**src/design/rwfe_pkg.sv**
```systemverilog
`default_nettype none

package rwfe_pkg;

	localparam int DEF_MAX_BASES = 4096;

	// Field widths
	localparam int BASE_W    = 2;
	localparam int TORSION_W = 24;
	localparam int HOOKE_W   = 24;
	localparam int ALPHA_W   = 27;
	localparam int TURNS_W   = 16;
	localparam int PAIR_W    = 21;
	localparam int E_W       = 48;

	// Configuration port
	localparam int CFG_IDX_W  = 3;
	localparam int CFG_DATA_W = 27;

	localparam logic [CFG_IDX_W-1:0] REG_TORSION    = 3'd0;
	localparam logic [CFG_IDX_W-1:0] REG_HOOKE      = 3'd1;
	localparam logic [CFG_IDX_W-1:0] REG_ALPHA      = 3'd2;
	localparam logic [CFG_IDX_W-1:0] REG_TURNS      = 3'd3;
	localparam logic [CFG_IDX_W-1:0] REG_UNCONSTR   = 3'd4;
	localparam logic [CFG_IDX_W-1:0] REG_OVR_ENABLE = 3'd5;
	localparam logic [CFG_IDX_W-1:0] REG_OVR_ENERGY = 3'd6;

	// Register defaults
	localparam logic [TORSION_W-1:0]      TORSION_RST = 24'd117965;
	localparam logic [HOOKE_W-1:0]        HOOKE_RST   = 24'd59173;
	localparam logic signed [ALPHA_W-1:0] ALPHA_RST   = -27'sd661662;
	localparam logic [TURNS_W-1:0]        TURNS_RST   = 16'd6302;

	// Superhelical term arithmetic
	localparam int FRAC_W      = 16;
	localparam int FOURPI2_W   = 22;
	localparam logic [FOURPI2_W-1:0] FOURPI2_Q16 = 22'd2587258;
	localparam int DIV_STEPS   = 32;
	localparam int TERM_SHIFT  = 33;
	localparam int TERM_OV_BIT = 80;

	localparam logic signed [E_W-1:0] E_MAX = {1'b0, {(E_W-1){1'b1}}};
	localparam logic signed [E_W-1:0] E_MIN = {1'b1, {(E_W-1){1'b0}}};

	// Dinucleotide energies, indexed {earlier base, later base}, Q16.16
	localparam logic signed [PAIR_W-1:0] PAIR_TABLE [16] = '{
		-21'sd23593, -21'sd10486, -21'sd6554,  -21'sd3932,
		 21'sd63570,  21'sd22282,  21'sd29491,  21'sd24904,
		-21'sd7864,  -21'sd10486,  21'sd39322, -21'sd7864,
		 21'sd29491,  21'sd32768,  21'sd18350,  21'sd52429
	};

	typedef struct packed {
		logic start;
		logic div;
	} rwfe_cmd_t;

	typedef struct packed {
		logic [TORSION_W-1:0]      torsion;
		logic [HOOKE_W-1:0]        hooke;
		logic signed [ALPHA_W-1:0] alpha;
		logic [TURNS_W-1:0]        turns;
	} rwfe_helix_cfg_t;

	typedef struct packed {
		logic                  done;
		logic                  ov;
		logic signed [E_W-1:0] term;
	} rwfe_term_t;

	// Clamp a one-bit-grown sum to the energy range; returns {overflow, value}
	function automatic logic [E_W:0] sat_e(input logic signed [E_W:0] v);
		logic [E_W:0] r;
		if (v[E_W] != v[E_W-1]) begin
			r = {1'b1, (v[E_W] ? E_MIN : E_MAX)};
		end else begin
			r = {1'b0, v[E_W-1:0]};
		end
		return r;
	endfunction

endpackage

`default_nettype wire

```
**src/design/rwfe_base_if.sv**
```systemverilog
`default_nettype none

interface rwfe_base_if
	import rwfe_pkg::*;
();
	logic              valid;
	logic              ready;
	logic [BASE_W-1:0] base_code;
	logic              window_end;

	modport source (output valid, base_code, window_end, input ready);
	modport sink (input valid, base_code, window_end, output ready);
endinterface

`default_nettype wire

```
**src/design/rwfe_energy_if.sv**
```systemverilog
`default_nettype none

interface rwfe_energy_if
	import rwfe_pkg::*;
();
	logic                  valid;
	logic                  ready;
	logic signed [E_W-1:0] energy_value;
	logic                  energy_overflow;

	modport source (output valid, energy_value, energy_overflow, input ready);
	modport sink (input valid, energy_value, energy_overflow, output ready);
endinterface

`default_nettype wire

```
**src/design/rloop_window_free_energy.sv**
```systemverilog
// Throughput: one base per cycle while a window is open.
// Closing base: the superhelical term runs on a one-bit-per-cycle shift-add/subtract unit.
//   With unconstrained_mode set the term is skipped and the sum goes to the output register once it is free.
// Bases are not taken from a closing base until its result enters the output register.
// Reset (arst_n low, asynchronous): registers to defaults, window state and output valid cleared.
`default_nettype none

module rloop_window_free_energy
	import rwfe_pkg::*;
#(
	parameter int MAX_BASES = DEF_MAX_BASES
) (
	input  logic                  clk,
	input  logic                  arst_n,
	input  logic                  cfg_we,
	input  logic [CFG_IDX_W-1:0]  cfg_index,
	input  logic [CFG_DATA_W-1:0] cfg_data,
	rwfe_base_if.sink             base_in,
	rwfe_energy_if.source         energy_out
);
	localparam int CW = $clog2(MAX_BASES + 1);
	localparam logic [CW-1:0] COUNT_MAX = CW'(MAX_BASES);

	localparam logic [1:0] ST_RUN  = 2'd0;
	localparam logic [1:0] ST_TERM = 2'd1;
	localparam logic [1:0] ST_FIN  = 2'd2;

	// Configuration registers
	logic [TORSION_W-1:0]      torsion_q;
	logic [HOOKE_W-1:0]        hooke_q;
	logic signed [ALPHA_W-1:0] alpha_q;
	logic [TURNS_W-1:0]        turns_q;
	logic                      unc_q;
	logic                      ovr_en_q;
	logic signed [PAIR_W-1:0]  ovr_e_q;

	// Window state and output register
	logic [1:0]             state_q;
	logic [BASE_W-1:0]      prev_q;
	logic                   have_q;
	logic [CW-1:0]          count_q;
	logic signed [E_W-1:0]  sum_q;
	logic                   ovs_q;
	logic signed [E_W-1:0]  term_q;
	logic                   term_ov_q;
	logic                   out_valid_q;
	logic signed [E_W-1:0]  out_e_q;
	logic                   out_ov_q;

	logic                   in_fire;
	logic                   out_free;
	logic [CW-1:0]          count_nx;
	logic signed [PAIR_W-1:0] pair_e;
	logic signed [E_W:0]    pair_add;
	logic [E_W:0]           pair_sat;
	logic signed [E_W:0]    fin_add;
	logic [E_W:0]           fin_sat;

	rwfe_helix_cfg_t hx_cfg;
	rwfe_term_t      hx_res;
	logic            hx_start;

	// Write configuration
	always_ff @(posedge clk or negedge arst_n) begin
		if (!arst_n) begin
			torsion_q <= TORSION_RST;
			hooke_q   <= HOOKE_RST;
			alpha_q   <= ALPHA_RST;
			turns_q   <= TURNS_RST;
			unc_q     <= 1'b0;
			ovr_en_q  <= 1'b0;
			ovr_e_q   <= '0;
		end else if (cfg_we) begin
			case (cfg_index)
				REG_TORSION:    torsion_q <= cfg_data[TORSION_W-1:0];
				REG_HOOKE:      hooke_q   <= cfg_data[HOOKE_W-1:0];
				REG_ALPHA:      alpha_q   <= cfg_data[ALPHA_W-1:0];
				REG_TURNS:      turns_q   <= cfg_data[TURNS_W-1:0];
				REG_UNCONSTR:   unc_q     <= cfg_data[0];
				REG_OVR_ENABLE: ovr_en_q  <= cfg_data[0];
				REG_OVR_ENERGY: ovr_e_q   <= cfg_data[PAIR_W-1:0];
				default: begin
				end
			endcase
		end
	end

	assign base_in.ready = (state_q == ST_RUN);
	assign in_fire       = base_in.valid && base_in.ready;
	assign out_free      = !out_valid_q || energy_out.ready;
	assign count_nx      = (count_q < COUNT_MAX) ? count_q + 1'b1 : count_q;

	// Pair energy lookup and saturating sums
	assign pair_e   = ovr_en_q ? ovr_e_q : PAIR_TABLE[{prev_q, base_in.base_code}];
	assign pair_add = {sum_q[E_W-1], sum_q}
		+ {{(E_W+1-PAIR_W){pair_e[PAIR_W-1]}}, pair_e};
	assign pair_sat = sat_e(pair_add);
	assign fin_add  = {sum_q[E_W-1], sum_q} + {term_q[E_W-1], term_q};
	assign fin_sat  = sat_e(fin_add);

	// Superhelical term
	assign hx_start       = in_fire && base_in.window_end && !unc_q;
	assign hx_cfg.torsion = torsion_q;
	assign hx_cfg.hooke   = hooke_q;
	assign hx_cfg.alpha   = alpha_q;
	assign hx_cfg.turns   = turns_q;

	rwfe_helix #(
		.MAX_BASES(MAX_BASES)
	) u_helix (
		.clk    (clk),
		.arst_n (arst_n),
		.start  (hx_start),
		.m      (count_nx),
		.cfg    (hx_cfg),
		.res    (hx_res)
	);

	// Accumulate bases, wait for the term, then hand the total to the output register
	always_ff @(posedge clk or negedge arst_n) begin
		if (!arst_n) begin
			state_q     <= ST_RUN;
			prev_q      <= '0;
			have_q      <= 1'b0;
			count_q     <= '0;
			sum_q       <= '0;
			ovs_q       <= 1'b0;
			term_q      <= '0;
			term_ov_q   <= 1'b0;
			out_valid_q <= 1'b0;
			out_e_q     <= '0;
			out_ov_q    <= 1'b0;
		end else begin
			if (energy_out.ready) begin
				out_valid_q <= 1'b0;
			end
			case (state_q)
				ST_RUN: begin
					if (in_fire) begin
						if (have_q) begin
							sum_q <= pair_sat[E_W-1:0];
							ovs_q <= ovs_q | pair_sat[E_W];
						end
						prev_q  <= base_in.base_code;
						have_q  <= 1'b1;
						count_q <= count_nx;
						if (base_in.window_end) begin
							term_q    <= '0;
							term_ov_q <= 1'b0;
							state_q   <= unc_q ? ST_FIN : ST_TERM;
						end
					end
				end
				ST_TERM: begin
					if (hx_res.done) begin
						term_q    <= hx_res.term;
						term_ov_q <= hx_res.ov;
						state_q   <= ST_FIN;
					end
				end
				ST_FIN: begin
					if (out_free) begin
						out_valid_q <= 1'b1;
						out_e_q     <= fin_sat[E_W-1:0];
						out_ov_q    <= ovs_q | term_ov_q | fin_sat[E_W];
						prev_q      <= '0;
						have_q      <= 1'b0;
						count_q     <= '0;
						sum_q       <= '0;
						ovs_q       <= 1'b0;
						state_q     <= ST_RUN;
					end
				end
				default: begin
					state_q <= ST_RUN;
				end
			endcase
		end
	end

	assign energy_out.valid           = out_valid_q;
	assign energy_out.energy_value    = out_e_q;
	assign energy_out.energy_overflow = out_ov_q;
endmodule

`default_nettype wire

```
**src/design/rwfe_shift_unit.sv**
```systemverilog
`default_nettype none

// One bit per cycle: shift-add multiply (multiplier MSB first) or restoring divide
module rwfe_shift_unit
	import rwfe_pkg::*;
#(
	parameter int UW = TERM_OV_BIT + 1,
	parameter int OB = DIV_STEPS
) (
	input  logic            clk,
	input  logic            arst_n,
	input  rwfe_cmd_t       cmd,
	input  logic [UW-1:0]   a,
	input  logic [OB-1:0]   b,
	input  logic [UW-1:0]   init,
	output logic            done,
	output logic [UW-1:0]   acc,
	output logic [OB-1:0]   quo
);
	localparam int CNT_W = $clog2(OB);

	logic [UW-1:0]    acc_q;
	logic [UW-1:0]    opa_q;
	logic [OB-1:0]    opb_q;
	logic [CNT_W-1:0] cnt_q;
	logic             div_q;
	logic             busy_q;
	logic             done_q;

	logic [UW-1:0] sh;
	logic [UW-1:0] addend;
	logic [UW:0]   sum;
	logic          qbit;
	logic [UW-1:0] acc_nx;

	// Shared adder: add the multiplicand, or subtract the divisor
	assign sh     = {acc_q[UW-2:0], 1'b0};
	assign addend = div_q ? ~opa_q : (opb_q[OB-1] ? opa_q : '0);
	assign sum    = {1'b0, sh} + {1'b0, addend} + (UW+1)'(div_q);
	assign qbit   = div_q & sum[UW];
	assign acc_nx = (div_q && !sum[UW]) ? sh : sum[UW-1:0];

	// Load on start, then step until the count runs out
	always_ff @(posedge clk or negedge arst_n) begin
		if (!arst_n) begin
			acc_q  <= '0;
			opa_q  <= '0;
			opb_q  <= '0;
			cnt_q  <= '0;
			div_q  <= 1'b0;
			busy_q <= 1'b0;
			done_q <= 1'b0;
		end else if (cmd.start) begin
			acc_q  <= cmd.div ? init : '0;
			opa_q  <= a;
			opb_q  <= b;
			div_q  <= cmd.div;
			cnt_q  <= cmd.div ? CNT_W'(DIV_STEPS - 1) : CNT_W'(OB - 1);
			busy_q <= 1'b1;
			done_q <= 1'b0;
		end else if (busy_q) begin
			acc_q <= acc_nx;
			opb_q <= {opb_q[OB-2:0], qbit};
			cnt_q <= cnt_q - 1'b1;
			if (cnt_q == '0) begin
				busy_q <= 1'b0;
				done_q <= 1'b1;
			end
		end else begin
			done_q <= 1'b0;
		end
	end

	assign done = done_q;
	assign acc  = acc_q;
	assign quo  = opb_q;
endmodule

`default_nettype wire

```
**src/design/rwfe_helix.sv**
```systemverilog
`default_nettype none

// Sequencer for the superhelical term 2pi^2Ck(alpha+mA)^2/(4pi^2C+km)
module rwfe_helix
	import rwfe_pkg::*;
#(
	parameter int MAX_BASES = DEF_MAX_BASES
) (
	input  logic                               clk,
	input  logic                               arst_n,
	input  logic                               start,
	input  logic [$clog2(MAX_BASES + 1)-1:0]   m,
	input  rwfe_helix_cfg_t                    cfg,
	output rwfe_term_t                         res
);
	localparam int CW     = $clog2(MAX_BASES + 1);
	localparam int MA_W   = CW + TURNS_W;
	localparam int MAGW   = ((ALPHA_W > MA_W) ? ALPHA_W : MA_W) + 1;
	localparam int SW     = MAGW + 1;
	localparam int P_W    = FOURPI2_W + TORSION_W;
	localparam int KM_W   = HOOKE_W + CW;
	localparam int D_W    = ((P_W > KM_W + FRAC_W) ? P_W : KM_W + FRAC_W) + 1;
	localparam int TW     = HOOKE_W;
	localparam int TM_W   = TW + MAGW;
	localparam int PROD_W = TM_W + MAGW;
	localparam int UW_A   = (D_W + 1 > PROD_W) ? D_W + 1 : PROD_W;
	localparam int UW     = (UW_A > TERM_OV_BIT + 1) ? UW_A : TERM_OV_BIT + 1;
	localparam int OB     = (MAGW > DIV_STEPS) ? MAGW : DIV_STEPS;

	localparam logic [3:0] H_IDLE = 4'd0;
	localparam logic [3:0] H_P    = 4'd1;
	localparam logic [3:0] H_KM   = 4'd2;
	localparam logic [3:0] H_CHK  = 4'd3;
	localparam logic [3:0] H_DIV  = 4'd4;
	localparam logic [3:0] H_RK   = 4'd5;
	localparam logic [3:0] H_MA   = 4'd6;
	localparam logic [3:0] H_S    = 4'd7;
	localparam logic [3:0] H_TM   = 4'd8;
	localparam logic [3:0] H_TMM  = 4'd9;

	logic [3:0]              st_q;
	logic                    go_q;
	logic [CW-1:0]           m_q;
	logic [P_W-1:0]          p_q;
	logic [KM_W-1:0]         km_q;
	logic [DIV_STEPS-1:0]    r_q;
	logic [TW-1:0]           t_q;
	logic [MA_W-1:0]         ma_q;
	logic [MAGW-1:0]         mag_q;
	logic [TM_W-1:0]         tm_q;
	logic signed [E_W-1:0]   term_q;
	logic                    ov_q;
	logic                    done_q;

	rwfe_cmd_t      u_cmd;
	logic [UW-1:0]  u_a;
	logic [OB-1:0]  u_b;
	logic [UW-1:0]  u_init;
	logic           u_done;
	logic [UW-1:0]  u_acc;
	logic [OB-1:0]  u_quo;

	logic [D_W-1:0]        d;
	logic signed [SW-1:0]  s_val;
	logic [SW-1:0]         s_neg;
	logic [MAGW-1:0]       s_mag;
	logic                  prod_ov;

	// Denominator 4pi^2C + km*2^16 and |alpha + m*A|
	assign d     = D_W'(p_q) + (D_W'(km_q) << FRAC_W);
	assign s_val = {{(SW-ALPHA_W){cfg.alpha[ALPHA_W-1]}}, cfg.alpha}
		+ {{(SW-MA_W){1'b0}}, ma_q};
	assign s_neg = -s_val;
	assign s_mag = s_val[SW-1] ? s_neg[MAGW-1:0] : s_val[MAGW-1:0];
	assign prod_ov = |u_acc[UW-1:TERM_OV_BIT];

	// Route operands of the current step to the shared unit
	always_comb begin
		u_a    = '0;
		u_b    = '0;
		u_init = '0;
		case (st_q)
			H_P: begin
				u_a = UW'(FOURPI2_Q16);
				u_b = OB'(cfg.torsion);
			end
			H_KM: begin
				u_a = UW'(cfg.hooke);
				u_b = OB'(m_q);
			end
			H_DIV: begin
				u_a    = UW'(d);
				u_init = UW'(p_q);
			end
			H_RK: begin
				u_a = UW'(cfg.hooke);
				u_b = OB'(r_q);
			end
			H_MA: begin
				u_a = UW'(cfg.turns);
				u_b = OB'(m_q);
			end
			H_TM: begin
				u_a = UW'(t_q);
				u_b = OB'(mag_q);
			end
			H_TMM: begin
				u_a = UW'(tm_q);
				u_b = OB'(mag_q);
			end
			default: begin
			end
		endcase
	end

	assign u_cmd.start = go_q;
	assign u_cmd.div   = (st_q == H_DIV);

	rwfe_shift_unit #(
		.UW(UW),
		.OB(OB)
	) u_unit (
		.clk    (clk),
		.arst_n (arst_n),
		.cmd    (u_cmd),
		.a      (u_a),
		.b      (u_b),
		.init   (u_init),
		.done   (u_done),
		.acc    (u_acc),
		.quo    (u_quo)
	);

	// Step through the term, launching the unit on entry to each operation
	always_ff @(posedge clk or negedge arst_n) begin
		if (!arst_n) begin
			st_q   <= H_IDLE;
			go_q   <= 1'b0;
			done_q <= 1'b0;
			m_q    <= '0;
			p_q    <= '0;
			km_q   <= '0;
			r_q    <= '0;
			t_q    <= '0;
			ma_q   <= '0;
			mag_q  <= '0;
			tm_q   <= '0;
			term_q <= '0;
			ov_q   <= 1'b0;
		end else begin
			go_q   <= 1'b0;
			done_q <= 1'b0;
			case (st_q)
				H_IDLE: begin
					if (start) begin
						m_q  <= m;
						st_q <= H_P;
						go_q <= 1'b1;
					end
				end
				H_P: begin
					if (u_done) begin
						p_q  <= u_acc[P_W-1:0];
						st_q <= H_KM;
						go_q <= 1'b1;
					end
				end
				H_KM: begin
					if (u_done) begin
						km_q <= u_acc[KM_W-1:0];
						st_q <= H_CHK;
					end
				end
				H_CHK: begin
					// km of zero: ratio is one (t = k), or zero denominator
					if (km_q == '0) begin
						if (p_q == '0) begin
							term_q <= '0;
							ov_q   <= 1'b0;
							done_q <= 1'b1;
							st_q   <= H_IDLE;
						end else begin
							t_q  <= cfg.hooke;
							st_q <= H_MA;
							go_q <= 1'b1;
						end
					end else begin
						st_q <= H_DIV;
						go_q <= 1'b1;
					end
				end
				H_DIV: begin
					if (u_done) begin
						r_q  <= u_quo[DIV_STEPS-1:0];
						st_q <= H_RK;
						go_q <= 1'b1;
					end
				end
				H_RK: begin
					if (u_done) begin
						t_q  <= u_acc[DIV_STEPS+TW-1:DIV_STEPS];
						st_q <= H_MA;
						go_q <= 1'b1;
					end
				end
				H_MA: begin
					if (u_done) begin
						ma_q <= u_acc[MA_W-1:0];
						st_q <= H_S;
					end
				end
				H_S: begin
					mag_q <= s_mag;
					st_q  <= H_TM;
					go_q  <= 1'b1;
				end
				H_TM: begin
					if (u_done) begin
						tm_q <= u_acc[TM_W-1:0];
						st_q <= H_TMM;
						go_q <= 1'b1;
					end
				end
				H_TMM: begin
					if (u_done) begin
						ov_q   <= prod_ov;
						term_q <= prod_ov ? E_MAX : E_W'(u_acc[TERM_OV_BIT-1:TERM_SHIFT]);
						done_q <= 1'b1;
						st_q   <= H_IDLE;
					end
				end
				default: begin
					st_q <= H_IDLE;
				end
			endcase
		end
	end

	assign res.done = done_q;
	assign res.ov   = ov_q;
	assign res.term = term_q;
endmodule

`default_nettype wire

```
**src/flat_wrapper.sv**
```systemverilog
// flat-port wrapper written by rule: the top's interface ports become plain ports
module rloop_window_free_energy_flat import rwfe_pkg::*;
#(
	parameter int MAX_BASES = DEF_MAX_BASES
)
  (clk, arst_n, cfg_we, cfg_index, cfg_data, base_in_valid, base_in_base_code, base_in_window_end, base_in_ready, energy_out_valid, energy_out_energy_value, energy_out_energy_overflow, energy_out_ready);
  rwfe_base_if base_in_i ();
  rwfe_energy_if energy_out_i ();
  input  logic clk;
  input  logic arst_n;
  input  logic cfg_we;
  input  logic [CFG_IDX_W-1:0] cfg_index;
  input  logic [CFG_DATA_W-1:0] cfg_data;
  input wire logic [$bits(base_in_i.valid)-1:0] base_in_valid;
  input wire logic [$bits(base_in_i.base_code)-1:0] base_in_base_code;
  input wire logic [$bits(base_in_i.window_end)-1:0] base_in_window_end;
  output wire logic [$bits(base_in_i.ready)-1:0] base_in_ready;
  output wire logic [$bits(energy_out_i.valid)-1:0] energy_out_valid;
  output wire logic [$bits(energy_out_i.energy_value)-1:0] energy_out_energy_value;
  output wire logic [$bits(energy_out_i.energy_overflow)-1:0] energy_out_energy_overflow;
  input wire logic [$bits(energy_out_i.ready)-1:0] energy_out_ready;
  assign base_in_i.valid = base_in_valid;
  assign base_in_i.base_code = base_in_base_code;
  assign base_in_i.window_end = base_in_window_end;
  assign base_in_ready = base_in_i.ready;
  assign energy_out_valid = energy_out_i.valid;
  assign energy_out_energy_value = energy_out_i.energy_value;
  assign energy_out_energy_overflow = energy_out_i.energy_overflow;
  assign energy_out_i.ready = energy_out_ready;
  rloop_window_free_energy #(.MAX_BASES(MAX_BASES)) u_core (.clk(clk), .arst_n(arst_n), .cfg_we(cfg_we), .cfg_index(cfg_index), .cfg_data(cfg_data), .base_in(base_in_i), .energy_out(energy_out_i));
endmodule
```
**config.mk**
```make
export PLATFORM = sky130hd
export DESIGN_NAME = rloop_window_free_energy_flat
export DESIGN_NICKNAME = d
export VERILOG_FILES = /design/src/design/rwfe_pkg.sv /design/src/design/rwfe_base_if.sv /design/src/design/rwfe_energy_if.sv /design/src/design/rloop_window_free_energy.sv /design/src/design/rwfe_shift_unit.sv /design/src/design/rwfe_helix.sv /design/src/flat_wrapper.sv
export SDC_FILE = /design/constraint.sdc
export NUM_CORES = 2
export LEC_CHECK = 0
export ABC_AREA = 1
export BUFFER_PORTS_ARGS = -buffer_cell sky130_fd_sc_hd__buf_4
export CAP_MARGIN = 25
export CORE_AREA = 2 2 233 465
export DETAILED_ROUTE_END_ITERATION = 8
export DIE_AREA = 0 0 235 467
export PLACE_DENSITY = 0.65
export RECOVER_POWER = 100
export REMOVE_ABC_BUFFERS = 1
export SYNTH_ARGS = -nofsm -noshare
export SYNTH_HDL_FRONTEND = slang
export SYNTH_SLANG_ARGS = --single-unit
```
**constraint.sdc**
```tcl
create_clock -name clk -period 5.8 [get_ports clk]
set_input_delay 1.16 -clock clk [delete_from_list [all_inputs] [get_ports clk]]
set_output_delay 1.16 -clock clk [all_outputs]
set_load 0.05 [all_outputs]
```
After elaboration in Yosys (flattened, before gate mapping)
Memory sizes are Yosys's and may differ from the RTL's.
Index checks and enable logic that the tools add are counted.
Word-level totals
  register bits after elaboration: 808
  memory bits (read-only): 336
  memories kept: 1
  word-level logic and storage cells: 228
  input port bits: 38
Operators by class
  bitwise operators: 6
  order comparisons: 2
  reductions and logical operators: 45
  multiplexer cells: 91
  add/subtract/negate cells: 9
  eq/ne operators: 36
Memory list
  (no name shown): depth 16, width 21, rd ports 1, clocked after memory_dff 0, wr ports 0, RTL line rloop_window_free_energy.sv:94  | assign pair_e = ovr_en_q ? ovr_e_q : PAIR_TABLE[{prev_q, base_in.base_code}];
Operators by type and width (number)
  48-bit 2-to-1 mux: 11
  84-bit 2-to-1 mux: 5
  54-bit one-hot mux with 6 select lines: 1
  48-bit one-hot mux with 2 select lines: 3
  32-bit one-hot mux with 4 select lines: 1
  49-bit 2-to-1 mux: 2
  84-bit by 84-bit adder with 85-bit output: 1
  85-bit by 1-bit adder with 85-bit output: 1
  84-bit NOT: 1
  24-bit 2-to-1 mux: 3
  32-bit 2-to-1 mux: 2
  21-bit 2-to-1 mux: 3
  46-bit by 53-bit adder with 54-bit output: 1
  48-bit by 21-bit adder with 49-bit output: 1
  48-bit by 48-bit adder with 49-bit output: 1
  24-bit one-hot mux with 2 select lines: 1
  47-bit 2-to-1 mux: 1
  46-bit logical NOT: 1
  46-bit 2-to-1 mux: 1
  4-bit one-hot mux with 10 select lines: 1
  13-bit 2-to-1 mux: 3
  37-bit logical NOT: 1
  4-bit 2-to-1 mux: 9
  27-bit by 30-bit adder with 31-bit output: 1
  other kinds (45): 133

Logic depth before layout (Yosys ltp)
  word-level depth: 12
  depth in mapped cells: 27

Modules after synthesis
Synthesis repeated with hierarchy kept, for this count alone.
Second synthesis, totals
  cell total of the unflattened synthesis: 8938
  area total of the unflattened synthesis: 58307.2 um^2
Modules (own cells, without submodules)
  rwfe_shift_unit: cells an instance 3418, times used 1, area each 19525.0 um^2, sequential area each 5205.0 um^2
  rwfe_helix: cells an instance 2687, times used 1, area each 19500.0 um^2, sequential area each 7982.7 um^2
  rloop_window_free_energy: cells an instance 2833, times used 1, area each 19282.2 um^2, sequential area each 7061.8 um^2

Worst setup path before layout
No wires, ideal clock.
  kind: input to register
  start: in base_in_base_code[0]
  end: reg u_core.sum_q[42]
  cell stages on the path: 20
  buffers on the path: 2
  required time: 5.680 ns
  data arrival time: 4.742 ns
  slack: 0.938 ns
  library setup time: 0.120 ns
  path through: inv_1 > ha_1 > o21ai_0 > nor2_1 > nor2_1 > ha_1 > a21oi_1 > o21ai_0 > a21oi_1 > nor2_1 > nor3_1 > nand3_1 > nand2_1 > nand2_2 > nand2_1 > nand2_1 > buf_6 > buf_6 > o21ai_1 > nand2_1
On the way
  cells in the longest elaborated chain, start to end: 11
RTL lines
  from (decl): RTL line flat_wrapper.sv:15  | input wire logic [$bits(base_in_i.base_code)-1:0] base_in_base_code;
  4-bit NOT with 5-bit output (not written as such) (*): RTL line rloop_window_free_energy.sv:94
  memory read 16 x 21 bit (*)
  21-bit 2-to-1 mux (not written as such) (*) (2 in series): RTL line rloop_window_free_energy.sv:94
  21-bit 2-to-1 mux (*): RTL line rloop_window_free_energy.sv:94
  48-bit by 21-bit adder with 49-bit output (*): RTL line rloop_window_free_energy.sv:96  | + {{(E_W+1-PAIR_W){pair_e[PAIR_W-1]}}, pair_e};
  48-bit 2-to-1 mux or 1-bit != test (tied branches): RTL line rwfe_pkg.sv:75, rwfe_pkg.sv:74
  49-bit 2-to-1 mux (*): RTL line rwfe_pkg.sv:74  | if (v[E_W] != v[E_W-1]) begin
  48-bit 2-to-1 mux (*): RTL line rloop_window_free_energy.sv:140  | if (have_q) begin
  48-bit 2-to-1 mux (*): RTL line rloop_window_free_energy.sv:139  | if (in_fire) begin
  48-bit one-hot mux with 2 select lines (*): RTL line rloop_window_free_energy.sv:137  | case (state_q)
  to (signal assigned): RTL line rloop_window_free_energy.sv:141  | sum_q <= pair_sat[E_W-1:0];
  to (decl): RTL line rloop_window_free_energy.sv:42  | logic signed [E_W-1:0] sum_q;
Mark *: on every way between the ends. The rest lies on a longest branch, timed or not. The select of a mux whose other input is x is not followed.
A chain may end at the register's enable or synchronous reset.

Worst setup path in the final report
  start: reg u_core.u_helix.u_unit.div_q
  end: reg u_core.u_helix.u_unit.acc_q[54], in the netlist u_core.u_helix.u_unit.acc[54]
On the way
  cells in the longest elaborated chain, start to end: 8
RTL lines
  from (decl): RTL line rwfe_shift_unit.sv:26  | logic div_q;
  from (signal assigned): RTL line rwfe_shift_unit.sv:57  | div_q <= cmd.div;
  84-bit 2-to-1 mux: RTL line rwfe_shift_unit.sv:38  | assign addend = div_q ? ~opa_q : (opb_q[OB-1] ? opa_q : '0);
  84-bit by 84-bit adder with 85-bit output: RTL line rwfe_shift_unit.sv:39  | assign sum = {1'b0, sh} + {1'b0, addend} + (UW+1)'(div_q);
  85-bit by 1-bit adder with 85-bit output: RTL line rwfe_shift_unit.sv:39
  1-bit logical NOT: RTL line rwfe_shift_unit.sv:41  | assign acc_nx = (div_q && !sum[UW]) ? sh : sum[UW-1:0];
  1-bit logical AND: RTL line rwfe_shift_unit.sv:41
  84-bit 2-to-1 mux (*): RTL line rwfe_shift_unit.sv:41
  84-bit 2-to-1 mux (*): RTL line rwfe_shift_unit.sv:61  | end else if (busy_q) begin
  84-bit 2-to-1 mux (*): RTL line rwfe_shift_unit.sv:53  | end else if (cmd.start) begin
  to (signal assigned): RTL line rwfe_shift_unit.sv:54  | acc_q <= cmd.div ? init : '0;
  to (signal assigned): RTL line rwfe_shift_unit.sv:62  | acc_q <= acc_nx;
  to (decl): RTL line rwfe_shift_unit.sv:22  | logic [UW-1:0] acc_q;
Marked as above.

==> flow_metrics.py <==
metrics = {
    "outcome": {
        "status": "finished with violations",
        "violations": "capacitance limit, slew limit",
    },
    "critical_path": {
        "worstSetupPathType": "reg -> reg",
        "rr_endpoint": "u_core.u_helix.u_unit.acc[54]",
        "path_cells": "clkbuf_2 -> xor2_1 -> o21ai_0 -> inv_1 -> ha_1 -> nand2_1 -> nor2_1 -> inv_1 -> nor2_4 -> inv_2 -> nor2_1 -> and2_1 -> nand2_1 -> nand3_2 -> nand2_1 -> nand3_4 -> buf_4 -> nand3_1 -> o211ai_1 -> o21ai_0",
        "r2r_slack_ps": 820,
        "r2r_start": "u_core.u_helix.u_unit.div_q",
        "r2r_cells": 20,
        "arrival_ps": 5540,
        "critPathRequiredTime_ps": 6350,
        "critPathSlowestCell": "clkbuf_2",
        "path_max_fanout": 64,
        "cpMostUsedCell": "nand2_1",
        "slowest_delay_ps": 1220,
        "start_kind": "flip-flop",
        "end_kind": "flip-flop",
    },
    "global_route": {
        "grt_overflow_total": 0,
        "grt_pass1_wl_um": 329000,
        "met1_usage": 0.385,
        "grt_max_degree": 141,
        "grt_antenna_before_repair": 14,
        "grtUsageTotal": 0.404,
        "grtUsageMet2": 0.720,
        "met3_usage": 0.0575,
        "grt_pass1_vias": 52500,
        "gr-max-usage-layer": "met2",
    },
    "floorplanning": {
        "rows": 169,
        "die_y_um": 467,
        "die_w_um": 235,
        "initial_utilization": 0.497,
        "dieArea_um2": 110000,
        "io_pins": 89,
        "design.core.area_um2": 106000,
    },
    "cts": {
        "clk_pin_slew_worst_paths_ps": 90,
        "cts-root-buf": "clkbuf_16",
        "numCtsBuffers": 75,
        "cts_tree": "yes",
        "clock-sinks": 776,
        "post_cts_resized": 0,
        "holdBufCountCts": 0,
        "insertion_delay_ps": 730,
        "clk_path_buf_depth": 3,
        "post_cts_buffers": 0,
        "cts-htree-levels": 3,
    },
    "power_and_ir_drop": {
        "internal-power_w": 0.00903,
        "clockPowerShare": 0.421,
        "swShare": 0.290,
        "power.sequential.fraction": 0.452,
        "power.density_nw_per_um2": 223,
        "power_w": 0.0127,
        "p_leak_nw": 28.1,
        "combPwrFrac": 0.127,
        "p_switching_w": 0.00369,
        "ir_worst_vdd_uv": 319,
    },
    "layout": {
        "fin_nets": 7849,
        "final_cells": 8988,
        "final_util": 0.538,
        "syn2layout_area_growth_pct": 8.20,
        "drive_gt1_frac": 0.0557,
        "fillCellCount": 10600,
    },
    "logic_synthesis": {
        "synthMostInstantiatedCell": "nand2_1",
        "ys.flop_type": "dfrtp_1",
        "synthCells": 7550,
        "yosys_warnings": 0,
        "synth_area_per_cell_um2": 6.98,
        "synthArstFlopShare": 1.00,
        "synth_enable_flop_cells": 0,
        "synth_top_area_frac": 0.348,
        "synth_area_leaders": "dfrtp_1 (35%), nand2_1 (14%), o21ai_0 (8.5%)",
        "seq_area_frac_synth": 0.370,
        "synth_top_area_cell": "dfrtp_1",
        "ys_ff_latch": 776,
        "synthTopCellsByCount": "nand2_1 (1998), inv_1 (896), o21ai_0 (891)",
        "syn_area_um2": 52700,
        "yosysUniqueCellTypes": 62,
    },
    "placement": {
        "place_congestion": 1.03,
        "numPlacedInstances": 8842,
        "place_ws_ps": 679,
        "io_buffers": 88,
        "place_hpwl_um": 177000,
    },
    "sta": {
        "fmax_mhz": 201,
        "rsz0062_at_grt": "no",
        "setup_viol": 0,
        "worst_pin_slew_ps": 3970,
        "slew_headroom": -1.65,
        "setup_slack_ps": 818,
        "hold_violations": 0,
        "fin_skew_ps": 29.9,
        "setup_tns_ps": 0,
        "period_share": 0.859,
        "fin_crit_ps": 4980,
        "slew_viol_final": 1620,
    },
    "drt": {
        "drtPass1Iterations": 8,
        "post_drt_via_cell_ratio": 5.86,
        "wl_per_cell_um": 24.9,
        "routed_wl_um": 224000,
        "route.detailed.drc": 0,
        "drtIter0Drc": 4090,
        "vias": 52700,
        "postRouteAntennaNets": 0,
    },
    "worst_hold_path": {
        "worstHoldPathType": "in -> async",
    },
    "job": {
        "maxCapViolations": 26,
    },
}
==> state kept, by name, indices dropped and copies added (netlist names), 4 cells and up <==
| register | count |
|---|---|
| u_core.alpha_q | 27 |
| u_core.count_q | 13 |
| u_core.energy_out.energy_value | 48 |
| u_core.hooke_q | 24 |
| u_core.ovr_e_q | 21 |
| u_core.sum_q | 48 |
| u_core.term_q | 47 |
| u_core.torsion_q | 24 |
| u_core.turns_q | 16 |
| u_core.u_helix.km_q | 37 |
| u_core.u_helix.m_q | 13 |
| u_core.u_helix.ma_q | 29 |
| u_core.u_helix.mag_q | 30 |
| u_core.u_helix.p_q | 46 |
| u_core.u_helix.r_q | 32 |
| u_core.u_helix.st_q | 4 |
| u_core.u_helix.t_q | 24 |
| u_core.u_helix.term_q | 47 |
| u_core.u_helix.tm_q | 54 |
| u_core.u_helix.u_unit.acc | 84 |
| u_core.u_helix.u_unit.cnt_q | 5 |
| u_core.u_helix.u_unit.opa_q | 54 |
| u_core.u_helix.u_unit.quo | 32 |
==> power by group through the flow <==
stage	clock network [W]	registers, W	logic [W]
after floorplan	0	0.00587	0.000919
after global placement	0	0.00584	0.00163
after detailed placement	0	0.00585	0.00164
after CTS	0.00541	0.00575	0.00164
after global routing	0.00560	0.00577	0.00179
final	0.00536	0.00575	0.00161
==> layout by cell type (no fill, tap or decap), types with 32 or more instances in the layout <==
cell type	count
o21a_1	51
clkbuf_16	75
o21ai_0	948
a31oi_1	35
o21ai_1	55
nand3_1	370
a21o_1	33
nand2_1	1999
xnor2_1	61
ha_1	254
a21oi_1	465
o221ai_1	35
nor3_1	64
buf_4	99
o211ai_1	32
dfrtp_1	731
xor2_1	81
inv_1	903
a22oi_1	52
nand4_1	41
nor2_1	707
clkbuf_1	84
dfstp_2	43
==> worst max path at each step <==
stage	end	startpoint	cells past startpoint	slack [ps]
floorplan	u_core.u_helix.u_unit.acc[47]	u_core.u_helix.u_unit.div_q	16	-1110
global placement	u_core.sum_q[17]	base_in_base_code[0]	21	590
detailed placement	u_core.sum_q[20]	base_in_base_code[0]	21	680
CTS	u_core.sum_q[0]	base_in_base_code[0]	21	1410
global route	u_core.u_helix.t_q[19]	u_core.u_helix.st_q[0]	9	580
finish	u_core.u_helix.u_unit.acc[54]	u_core.u_helix.u_unit.div_q	20	820
==> worst max-delay path: cells and delay by family (launching register included) <==
family / cells / cell delay [ps]
and+or+nand+nor: 10 / 1320
DFF: 1 / 360
buffers and inverters: 5 / 2030
xor gates and xnor gates: 1 / 270
AOI/OAI and AO/OA: 3 / 430
adders and majority gates: 1 / 400
==> metal layers <==
layer / up-vias / wire length, µm
met3: 877 / 11800
li1: 24800 / -
met4: 6 / 28700
met2: 2110 / 112000
met1: 24900 / 72000
met5: - / 40
==> area by class of cell <==
| type | instances | area, µm² | area share |
|---|---|---|---|
| sequential | 776 | 19500 | 0.342 |
| tap | 1368 | 1710 | 0.0300 |
| multi-input combinational | 5573 | 28400 | 0.499 |
| antenna | 7 | 17.5 | 0.000307 |
| clock buffer | 98 | 2080 | 0.0365 |
| inverter | 936 | 3510 | 0.0617 |
| timing repair buffer | 190 | 1230 | 0.0215 |
| clock inverter | 40 | 522 | 0.00915 |
==> logic make-up after synthesis <==
logic type	share of synthesized area
AO/OA/AOI/OAI	0.196
XOR/XNOR	0.0238
adder cells (fa/ha/maj)	0.0622
buffers and inverters	0.0889
flip-flops	0.370
multiplexers	0.000427
AND/OR/NAND/NOR	0.259
==> through the flow <==
| step | instance area (µm²) | hold slack [ps] |
|---|---|---|
| final | 57000 | 439 |
| after global placement | 54900 | 461 |
| after floorplan | 51500 | 448 |
| after CTS | 57500 | 458 |
| after detailed placement | 54900 | 471 |
| after global routing | 57000 | 495 |
(Power assumes the default switching activity.)
